[config.mk]
export PLATFORM = sky130hd
export DESIGN_NAME = apsp_seq
export DESIGN_NICKNAME = d
export VERILOG_FILES = /design/src/hw/rtl/apsp_pkg.sv /design/src/hw/rtl/apsp_seq.sv
export SDC_FILE = /design/constraint.sdc
export NUM_CORES = 1
export LEC_CHECK = 0
export BUFFER_PORTS_ARGS = -buffer_cell sky130_fd_sc_hd__buf_2
export CORE_UTILIZATION = 30
export DETAILED_ROUTE_END_ITERATION = 10
export SYNTH_ARGS = -nofsm -noshare
export SYNTH_HDL_FRONTEND = slang
export SYNTH_SLANG_ARGS = --single-unit
[constraint.sdc]
create_clock -name clock -period 9.2 [get_ports clock]
set_input_delay 1.38 -clock clock [delete_from_list [all_inputs] [get_ports clock]]
set_output_delay 1.38 -clock clock [all_outputs]
set_load 0.01 [all_outputs]
[src/hw/rtl/apsp_pkg.sv]
// Shared constants, memory word types and saturating add for the shortest-path block.
package apsp_pkg;

   localparam int MAX_VERTICES = 16;
   localparam int VTX_W        = $clog2(MAX_VERTICES);
   localparam int CNT_W        = VTX_W + 1;
   localparam int ADDR_W       = 2 * VTX_W;
   localparam int DEPTH        = MAX_VERTICES * MAX_VERTICES;
   localparam int DIST_W       = 32;
   localparam int FUNC_W       = 2;

   localparam logic [FUNC_W-1:0] FN_WRITE = 2'd0;
   localparam logic [FUNC_W-1:0] FN_RUN   = 2'd1;
   localparam logic [FUNC_W-1:0] FN_READ  = 2'd2;

   localparam logic [DIST_W-1:0] SAT_HI = {1'b0, {(DIST_W-1){1'b1}}};
   localparam logic [DIST_W-1:0] SAT_LO = {1'b1, {(DIST_W-1){1'b0}}};

   typedef struct packed {
      logic [DIST_W-1:0] cost;
      logic              reach;
   } dist_word_type;

   typedef struct packed {
      logic [VTX_W-1:0] hop;
      logic             valid;
   } hop_word_type;

   typedef struct packed {
      logic               d_we;
      logic [ADDR_W-1:0]  d_waddr;
      dist_word_type      d_wdata;
      logic               d_re0;
      logic [ADDR_W-1:0]  d_raddr0;
      logic               d_re1;
      logic [ADDR_W-1:0]  d_raddr1;
      logic               h_we;
      logic [ADDR_W-1:0]  h_waddr;
      hop_word_type       h_wdata;
      logic               h_re;
      logic [ADDR_W-1:0]  h_raddr;
   } mem_cmd_type;

   function automatic logic [DIST_W-1:0] sat_add(input logic [DIST_W-1:0] a,
                                                 input logic [DIST_W-1:0] b);
      logic [DIST_W:0] s;
      s = {a[DIST_W-1], a} + {b[DIST_W-1], b};
      if (s[DIST_W] != s[DIST_W-1]) begin
         sat_add = s[DIST_W] ? SAT_LO : SAT_HI;
      end else begin
         sat_add = s[DIST_W-1:0];
      end
   endfunction

endpackage

[src/hw/rtl/apsp_seq.sv]
// Sequencer: clearing pass, next-hop setup and k-i-j relaxation over the memories.
module apsp_seq (
   input  logic                    clock,
   input  logic                    reset,
   input  logic                    start,
   input  logic [apsp_pkg::CNT_W-1:0] node_count,
   input  apsp_pkg::dist_word_type d_rd0,
   input  apsp_pkg::dist_word_type d_rd1,
   input  apsp_pkg::hop_word_type  h_rd,
   input  logic                    done_ack,
   output apsp_pkg::mem_cmd_type   cmd,
   output logic                    busy,
   output logic                    done_req
);
   import apsp_pkg::*;

   localparam logic [2:0] S_CLEAR   = 3'd0;
   localparam logic [2:0] S_IDLE    = 3'd1;
   localparam logic [2:0] S_INIT_RD = 3'd2;
   localparam logic [2:0] S_INIT_WR = 3'd3;
   localparam logic [2:0] S_HDR     = 3'd4;
   localparam logic [2:0] S_HDR2    = 3'd5;
   localparam logic [2:0] S_LOOP    = 3'd6;
   localparam logic [2:0] S_DONE    = 3'd7;

   logic [2:0]        state_ff, state_in;
   logic [ADDR_W-1:0] clr_ff, clr_in;
   logic [CNT_W-1:0]  n_ff, n_in;
   logic [CNT_W-1:0]  i_ff, i_in;
   logic [CNT_W-1:0]  j_ff, j_in;
   logic [CNT_W-1:0]  k_ff, k_in;
   logic [DIST_W-1:0] ik_dist_ff, ik_dist_in;

   logic [CNT_W-1:0]  n_sat;
   logic [CNT_W-1:0]  i_nxt, j_nxt, k_nxt;
   logic              last_i, last_j, last_k;
   logic [CNT_W-1:0]  row_i, row_k;
   logic [2:0]        row_state;
   logic [DIST_W-1:0] sum;
   logic              upd;

   assign n_sat  = (node_count > CNT_W'(MAX_VERTICES)) ? CNT_W'(MAX_VERTICES) : node_count;
   assign i_nxt  = i_ff + CNT_W'(1);
   assign j_nxt  = j_ff + CNT_W'(1);
   assign k_nxt  = k_ff + CNT_W'(1);
   assign last_i = (i_nxt == n_ff);
   assign last_j = (j_nxt == n_ff);
   assign last_k = (k_nxt == n_ff);

   // step to the next (k, i) row of the relaxation
   always_comb begin
      row_i     = i_nxt;
      row_k     = k_ff;
      row_state = S_HDR;
      if (last_i) begin
         row_i = '0;
         if (last_k) begin
            row_state = S_DONE;
         end else begin
            row_k = k_nxt;
         end
      end
   end

   assign sum = sat_add(ik_dist_ff, d_rd0.cost);
   assign upd = d_rd0.reach && (!d_rd1.reach || ($signed(sum) < $signed(d_rd1.cost)));

   always_comb begin
      state_in   = state_ff;
      clr_in     = clr_ff;
      n_in       = n_ff;
      i_in       = i_ff;
      j_in       = j_ff;
      k_in       = k_ff;
      ik_dist_in = ik_dist_ff;
      cmd        = '0;
      done_req   = 1'b0;
      unique case (state_ff)
         S_CLEAR: begin
            cmd.d_we    = 1'b1;
            cmd.d_waddr = clr_ff;
            cmd.h_we    = 1'b1;
            cmd.h_waddr = clr_ff;
            clr_in      = clr_ff + ADDR_W'(1);
            if (clr_ff == '1) begin
               state_in = S_IDLE;
            end
         end
         S_IDLE: begin
            if (start) begin
               n_in     = n_sat;
               i_in     = '0;
               j_in     = '0;
               k_in     = '0;
               state_in = (n_sat == '0) ? S_DONE : S_INIT_RD;
            end
         end
         S_INIT_RD: begin
            cmd.d_re0    = 1'b1;
            cmd.d_raddr0 = {i_ff[VTX_W-1:0], j_ff[VTX_W-1:0]};
            state_in     = S_INIT_WR;
         end
         S_INIT_WR: begin
            cmd.h_we          = 1'b1;
            cmd.h_waddr       = {i_ff[VTX_W-1:0], j_ff[VTX_W-1:0]};
            cmd.h_wdata.valid = d_rd0.reach && (i_ff != j_ff);
            cmd.h_wdata.hop   = cmd.h_wdata.valid ? j_ff[VTX_W-1:0] : '0;
            state_in          = S_INIT_RD;
            if (last_j) begin
               j_in = '0;
               if (last_i) begin
                  i_in     = '0;
                  state_in = S_HDR;
               end else begin
                  i_in = i_nxt;
               end
            end else begin
               j_in = j_nxt;
            end
         end
         S_HDR: begin
            cmd.d_re0    = 1'b1;
            cmd.d_raddr0 = {i_ff[VTX_W-1:0], k_ff[VTX_W-1:0]};
            cmd.h_re     = 1'b1;
            cmd.h_raddr  = {i_ff[VTX_W-1:0], k_ff[VTX_W-1:0]};
            state_in     = S_HDR2;
         end
         S_HDR2: begin
            ik_dist_in = d_rd0.cost;
            if (d_rd0.reach) begin
               cmd.d_re0    = 1'b1;
               cmd.d_raddr0 = {k_ff[VTX_W-1:0], {VTX_W{1'b0}}};
               cmd.d_re1    = 1'b1;
               cmd.d_raddr1 = {i_ff[VTX_W-1:0], {VTX_W{1'b0}}};
               j_in         = '0;
               state_in     = S_LOOP;
            end else begin
               i_in     = row_i;
               k_in     = row_k;
               state_in = row_state;
            end
         end
         S_LOOP: begin
            if (upd) begin
               cmd.d_we          = 1'b1;
               cmd.d_waddr       = {i_ff[VTX_W-1:0], j_ff[VTX_W-1:0]};
               cmd.d_wdata.cost  = sum;
               cmd.d_wdata.reach = 1'b1;
               cmd.h_we          = 1'b1;
               cmd.h_waddr       = {i_ff[VTX_W-1:0], j_ff[VTX_W-1:0]};
               cmd.h_wdata       = h_rd;
               // leg i->k itself improved: forward into the held copy
               if (j_ff == k_ff) begin
                  ik_dist_in = sum;
               end
            end
            if (last_j) begin
               i_in     = row_i;
               k_in     = row_k;
               state_in = row_state;
            end else begin
               cmd.d_re0    = 1'b1;
               cmd.d_raddr0 = {k_ff[VTX_W-1:0], j_nxt[VTX_W-1:0]};
               cmd.d_re1    = 1'b1;
               cmd.d_raddr1 = {i_ff[VTX_W-1:0], j_nxt[VTX_W-1:0]};
               j_in         = j_nxt;
            end
         end
         S_DONE: begin
            done_req = 1'b1;
            if (done_ack) begin
               state_in = S_IDLE;
            end
         end
         default: begin
            state_in = S_IDLE;
         end
      endcase
   end

   always_ff @(posedge clock) begin
      if (reset) begin
         state_ff <= S_CLEAR;
         clr_ff   <= '0;
      end else begin
         state_ff <= state_in;
         clr_ff   <= clr_in;
      end
   end

   always_ff @(posedge clock) begin
      n_ff       <= n_in;
      i_ff       <= i_in;
      j_ff       <= j_in;
      k_ff       <= k_in;
      ik_dist_ff <= ik_dist_in;
   end

   assign busy = (state_ff != S_IDLE);

endmodule
Word level (Yosys, flattened, before mapping). Index checks and enable logic that the tools add are counted.

Add/subtract/negate cells: 5. Magnitude comparators: 2. Equality and inequality tests: 25. Mux-type cells: 44. Reductions and logical operators: 17.

Operator list (count): 32-bit 2-to-1 mux (4); 32-bit one-hot mux with 2 select lines (1); 5-bit 2-to-1 mux (12); 42-bit 2-to-1 mux (1); 18-bit 2-to-1 mux (2); 9-bit one-hot mux with 2 select lines (2); 9-bit one-hot mux with 4 select lines (1); 32-bit by 32-bit adder with 33-bit output (1); 33-bit 2-to-1 mux (1); 32-bit < comparator (1); 5-bit one-hot mux with 3 select lines (2); 9-bit one-hot mux with 3 select lines (1); 3-bit 2-to-1 mux (8); 3-bit one-hot mux with 8 select lines (1); 5-bit == test (4); 5-bit one-hot mux with 4 select lines (1); 2-bit != test, second input constant (9); 4-bit AND reduction (4); 5-bit by 1-bit adder with 5-bit output, second input constant (3); 14-bit 2-to-1 mux (1); 3-bit == test, second input constant (4); 5-bit one-hot mux with 2 select lines (1); 9-bit 2-to-1 mux (1); 8-bit by 1-bit adder with 8-bit output, second input constant (1); other kinds (22) (26).

Register bits: 63. Input bits: 80. Output and inout port bits: 85.

Depth between registers and ports, before layout. Gate-level depths: netlist of the first run.

Word-level depth: 8. Depth in mapped cells: 28.

Worst setup path before layout of the first run. OpenSTA, ideal clock, no wires.

Path kind: input-to-output. From: input port d_rd0[2] (netlist name). To: output port cmd[67] (netlist name). Data arrival time: 6.516 ns. Slack: 1.304 ns. Stages: 26. Buffers on the path: 3. Cell sequence: ha_1 a211oi_1 o21ai_0 a211oi_1 o21ai_1 a211oi_1 o21ai_0 a21oi_1 xnor2_1 ha_1 clkbuf_1 inv_1 clkbuf_1 a21boi_0 inv_1 ha_1 a21o_1 a2111oi_0 o211ai_1 a31oi_1 o2bb2ai_1 a211oi_2 o21ai_4 inv_2 buf_2 and2_1.

RTL lines: start: declaration (RTL line apsp_seq.sv:7) `input apsp_pkg::dist_word_type d_rd0,`; end: declaration (RTL line apsp_seq.sv:11) `output apsp_pkg::mem_cmd_type cmd,`.

==> results of run 1 <==
==> worst max-delay path, delay by kind of cell <==
family,cells,cell delay [ns]
AND/OR/NAND/NOR,2,0.40
adder cells (fa/ha/maj),3,1.04
buffers and inverters,6,1.20
AO/OA/AOI/OAI,15,3.25
XOR/XNOR,1,0.10
==> cell type report <==
class | instances | area, µm² | area share (%)
multi-input combinational | 672 | 4570 | 55.9
sequential | 63 | 1780 | 21.8
timing repair buffer | 174 | 900 | 11.0
tap | 280 | 350 | 4.29
inverter | 74 | 280 | 3.43
clock buffer | 13 | 272 | 3.32
clock inverter | 3 | 16.3 | 0.199
==> flip-flops by register name, summed over array words and instances, names as in the netlist <==
| signal | cells |
|---|---|
| ik_dist_ff | 32 |
| clr_ff | 8 |
| i_ff | 5 |
| j_ff | 5 |
| k_ff | 5 |
| n_ff | 5 |
| state_ff | 3 |
==> cells in the final DEF (no fill, tap or decap), types with 5 or more instances in the layout <==
master and n:
o21bai_1 5, clkbuf_16 10, and3_1 17, inv_1 73, edfxtp_1 52, a211oi_1 6, buf_4 9, nor2b_1 14
a21oi_1 47, o21a_1 8, a22oi_1 8, nand3_1 25, or2_2 5, o21ai_0 55, xnor2_1 34, nor2_1 92
a22o_1 15, ha_1 69, a21o_1 19, o211ai_1 5, a21boi_0 20, a211o_1 5, nand2_1 70, o2bb2ai_1 9
nand2b_1 9, buf_2 164, xor2_1 37, a31oi_1 7, nand4_1 8, dfxtp_1 11, mux2i_1 6, nor3_1 13
and2_1 16
==> layer usage <==
metal  global-route usage, %  part of all wire, %  vias to the layer above
li1                        -                    -                     3300
met1                    23.0                   46                     3010
met2                    30.2                   46                      211
met3                    3.21                  6.4                       16
met4                    3.66                 0.95                        0
met5                       0                    0                        -
==> power by group through the flow <==
| stage | clock (µW) | sequential (µW) | combinational, µW |
|---|---|---|---|
| floorplan | 0 | 315 | 188 |
| global placement | 0 | 316 | 275 |
| detailed placement | 0 | 316 | 276 |
| CTS | 349 | 310 | 278 |
| global route | 358 | 310 | 316 |
| finish | 337 | 310 | 280 |
==> per-stage QoR <==
stage	worst slack (ns)	power, µW	instances
floorplan	1.30	503	857
global placement	0.457	591	1263
detailed placement	0.221	592	1263
CTS	0.197	937	1279
global route	0.0210	984	1279
finish	0.454	927	1279
==> cells by family after synthesis <==
logic type                 after synthesis
DFF                                     63
AOI/OAI and AO/OA                      243
and+or+nand+nor                        280
adders and majority gates               70
buffers and inverters                  122
xor gates and xnor gates                71
muxes                                    8
==> timing repair <==
item                                    4_1_cts  5_1_grt
endpoints found under the setup margin        0       53
resized for setup                             0        7
hold buffers                                  0        0
==> final timing paths <==
check,startpoint,endpoint,slack (ns)
max,d_rd0[3],cmd[22],0.45
min,clr_ff[2]$_SDFFE_PP0N_,clr_ff[2]$_SDFFE_PP0N_,0.57
max reg2reg,ik_dist_ff[2]$_DFFE_PP_,ik_dist_ff[19]$_DFFE_PP_,2.63
min reg2reg,clr_ff[2]$_SDFFE_PP0N_,clr_ff[2]$_SDFFE_PP0N_,0.57
==> flow_metrics.tcl, run 1 <==
set metrics [dict create \
    die-area_um2 23300 \
    synth_compound_gate_area_share_pct 24.2 \
    async_flop_share_pct 0 \
    drt_pass1_iterations 8 \
    drc 10 \
    worstPathMaxFanout 23 \
    synth_area_leader_cell "edfxtp_1" \
    tns_ns 0 \
    pwr-share-comb_pct 30.2 \
    ys_dominant_reg_cell "edfxtp_1" \
    ys_ff_latch 63 \
    clkLatencyLatePin_ns 0.34 \
    synth_most_common_cell "nor2_1" \
    path_common_cell "o21ai_0" \
    switchingPower_uw 300 \
    netlist.area_leader.share_pct 23.0 \
    synthTopCellsByCount "nor2_1 (92), inv_1 (73), nand2_1 (71)" \
    yosys_warnings 0 \
    static-leakage-power_uw 0.00398 \
    status "complete, but fails checks" \
    post_synth.cell_area_avg_um2 7.93 \
    final_util_pct 37.1 \
    powerDensity_nw_per_um2 114 \
    cp_data_required_time_ns 7.82 \
    crit_slowest_cell "ha_1" \
    postCtsSetupBuffers 0 \
    fin_crit_ns 8.75 \
    ios 165 \
    max_freq_mhz 114 \
    drv_cap 0 \
    holdPathStages 2 \
    ff2ff_path_depth 22 \
    synth_top_family_by_area "compound AO/OA/AOI/OAI gates" \
    vias 6537 \
    clock_tree.root_cell "clkbuf_16" \
    grt_max_degree 57 \
    grt_pass1_wl_mm 32.9 \
    drtIter0Drc 398 \
    synth-seq-area-share_pct 26.2 \
    area_growth_syn_to_layout_pct 20.2 \
    wl_per_cell_um 16.1 \
    cts_tree "yes" \
    die_w_um 153 \
    core_area_um2 22000 \
    antennaDiodeCount 0 \
    fin_area_um2 8170 \
    p_seq_share_pct 33.4 \
    clock-sinks 63 \
    start_util_pct 30.9 \
    cts_max_level 3 \
    max_stage_delay_ns 0.42 \
    dpl.hpwl_mm 15.8 \
    relSlewSlack_pct 22.0 \
    clkTransAtPathRegs_ns 0.05 \
    finalHoldViolCount 0 \
    synth_edf_count 52 \
    intPower_uw 627 \
    synth_area_leaders "edfxtp_1 (23%), ha_1 (13%), nor2_1 (5.1%)" \
    maxSlewViolCount 0 \
    fp.dieH_um 153 \
    cp-end-kind "output pin" \
    drive_above_1_share_pct 21.1 \
    syn-instance-count 857 \
    cts-buffers-inserted 9 \
    fin_skew_ns 0.00700 \
    syn-num-nets 1007 \
    synth_mux_area_share_pct 1.22 \
    rsz0062_at_grt "no" \
    hp-class "flip-flop to flip-flop" \
    synthXorXnorAreaFrac_pct 9.15 \
    fillers 2333 \
    clock_path_buffers 2 \
    antenna_found_initial 0 \
    yosys.area_share.simple_pct 19.3 \
    post-route-period-util_pct 95.1 \
    drtAntennaViolNets 0 \
    wl_mm 20.6 \
    p_clk_share_pct 36.4 \
    violations "DRC" \
    nets 1144 \
    worst_pin_slew_ns 1.17 \
    setup_viol 0 \
    whs_ns 0.572 \
    synth_area_um2 6800 \
    rows 54 \
    grtUsageTotal_pct 17.6 \
    swShare_pct 32.3 \
    worstPathArrival_ns 7.37 \
    ir_worst_vdd_mv 0.0730 \
    critPathKind "primary input to output pin" \
    grt_pass1_vias 6296 \
    routed_via_density 5.11 \
    synth_fa_ha_area_share_pct 13.0 \
    yosysUniqueCellTypes 62 \
    cp-start-kind "primary input" \
    io_buffer_count 164 \
    place_area_um2 7860 \
    grt_overflow 0 \
    gp_congestion 0.884 \
]
Power figures use the tool's default switching activity.
==> run 2, diff against run 1 <==
CORE_ASPECT_RATIO = 1.4   (was unset)
PLACE_DENSITY = 0.61   (was unset)
==> flow_metrics.tcl, run 2 (synthesis results as in run 1) <==
set metrics [dict create \
    hp-class "flip-flop to flip-flop" \
    final_util_pct 37.4 \
    layout_common_cells "buf_2 (164), nor2_1 (92), inv_1 (73)" \
    largest_reg_flops 32 \
    fin_area_um2 8230 \
    worst_pin_slew_ns 0.951 \
    clkLatencyLatePin_ns 0.34 \
    grt_pass1_wl_mm 34.0 \
    stdcell_count 1301 \
    max_freq_mhz 117 \
    vias 6550 \
    clock_tree.root_cell "clkbuf_16" \
    worstPathArrival_ns 7.17 \
    cts_resized 0 \
    rows 64 \
    grt_overflow 0 \
    p_clk_share_pct 36.6 \
    die_w_um 129 \
    routed_via_density 5.03 \
    switchingPower_uw 305 \
    clkTransAtPathRegs_ns 0.06 \
    clock_path_buffers 2 \
    intPower_uw 634 \
    finalHoldViolCount 0 \
    cp-end-kind "output pin" \
    drive_above_1_share_pct 21.6 \
    cp-start-kind "primary input" \
    worstReg2RegEnd "ik_dist_ff[3]$_DFFE_PP_" \
    gp_congestion 0.868 \
    cts-buffers-inserted 9 \
    holdPathStages 2 \
    max_stage_delay_ns 0.40 \
    core_area_um2 22000 \
    ir_worst_vdd_mv 0.0806 \
    maxSlewViolCount 0 \
    crit_slowest_cell "ha_1" \
    drtAntennaViolNets 0 \
    io_buffer_count 164 \
    swShare_pct 32.5 \
    antenna_found_initial 2 \
    rsz0062_at_grt "no" \
    drv_cap 0 \
    grt_max_degree 57 \
    nets 1148 \
    r2r_setup_slack_ns 2.65 \
    cts_max_level 3 \
    crit_family "compound AO/OA/AOI/OAI gates" \
    drtIter0Drc 290 \
    path_buf_inv 6 \
    drc 0 \
    cts_tree "yes" \
    clock-sinks 63 \
    static-leakage-power_uw 0.00399 \
    wl_per_cell_um 16.2 \
    critPathKind "primary input to output pin" \
    grtUsageTotal_pct 18.8 \
    cp_data_required_time_ns 7.82 \
    area_growth_syn_to_layout_pct 21.1 \
    fin_crit_ns 8.55 \
    die-area_um2 23300 \
    ff2ff_path_depth 26 \
    postCtsSetupBuffers 0 \
    powerDensity_nw_per_um2 114 \
    layout_top_registers "ik_dist_ff (32), clr_ff (8)" \
    drt_pass1_iterations 5 \
    wl_mm 21.1 \
    regMostFlops "ik_dist_ff" \
    relSlewSlack_pct 36.3 \
    path_common_cell "o21ai_0" \
    p_seq_share_pct 33.0 \
    worstHoldStart "clr_ff[2]$_SDFFE_PP0N_" \
    place_ws_ns 0.204 \
    status "complete, no violations" \
    dpl.hpwl_mm 17.0 \
    grt_pass1_vias 6565 \
    r2r_start "ik_dist_ff[1]$_DFFE_PP_" \
    setup_viol 0 \
    holdPathEnd "clr_ff[2]$_SDFFE_PP0N_" \
    place_area_um2 7910 \
    postCtsHoldBufs 0 \
    layout_commonest_cell "buf_2" \
    dp_cells 1284 \
    fin_ws_ns 0.652 \
    pwr-share-comb_pct 30.4 \
    start_util_pct 30.9 \
    worstPathMaxFanout 24 \
    fp.dieH_um 180 \
    fin_skew_ns 0.0149 \
    post-route-period-util_pct 92.9 \
    ios 165 \
    tns_ns 0 \
]
==> run 2: cell count changes in the layout (fill, tap and decap cells not counted), sizes merged <==
cell	change
inv	-1
clkinvlp	+3
clkbuf	-3
bufinv	+1
buf	+4
diode	+1
==> run 2: cell type report <==
class / count / area [µm²]
Multi-Input combinational cell: 672 / 4580
Clock inverter: 6 / 61.3
Fill cell: 2321 / 13800
Inverter: 74 / 280
Clock buffer: 10 / 229
Sequential cell: 63 / 1780
Tap cell: 297 / 372
Antenna cell: 1 / 2.50
Timing Repair Buffer: 178 / 926
==> run 2: routing by layer <==
layer / vias up / wire length [µm] / GRT usage [%]
met1: 3000 / 8590 / 21.2
li1: 3309 / - / -
met3: 38 / 1110 / 3.53
met5: - / 13 / 0
met2: 201 / 10900 / 34.5
met4: 2 / 544 / 6.35
==> run 2: worst max-delay path by stage <==
stage,startpoint,cells past startpoint,end
after global routing,d_rd0[2],28,cmd[70]
after floorplan,d_rd0[2],26,cmd[67]
after CTS,d_rd0[3],27,cmd[82]
after detailed placement,d_rd0[3],27,cmd[82]
after global placement,d_rd0[2],27,cmd[82]
final,d_rd0[3],27,cmd[82]
==> run 2: stage by stage <==
stage / hold slack, ns / power, µW
after global routing: 0.627 / 996
after floorplan: 0.515 / 503
after CTS: 0.580 / 941
after global placement: 0.553 / 594
final: 0.573 / 939
after detailed placement: 0.564 / 597
==> run 2: worst reg2reg max path: cells and delay by family (launching register included) <==
kind	cells	cell delay (ns)
AOI/OAI and AO/OA	15	3.29
adders and majority gates	3	0.95
buffers and inverters	4	0.89
and+or+nand+nor	3	0.60
DFF	1	0.39
xor gates and xnor gates	1	0.11
==> run 2: power groups by stage <==
stage / clock network [µW] / logic (µW) / registers, µW
2_1_floorplan: 0 / 188 / 315
3_3_place_gp: 0 / 278 / 316
3_5_place_dp: 0 / 282 / 316
4_1_cts: 348 / 283 / 310
5_1_grt: 359 / 327 / 310
6_report: 344 / 285 / 310
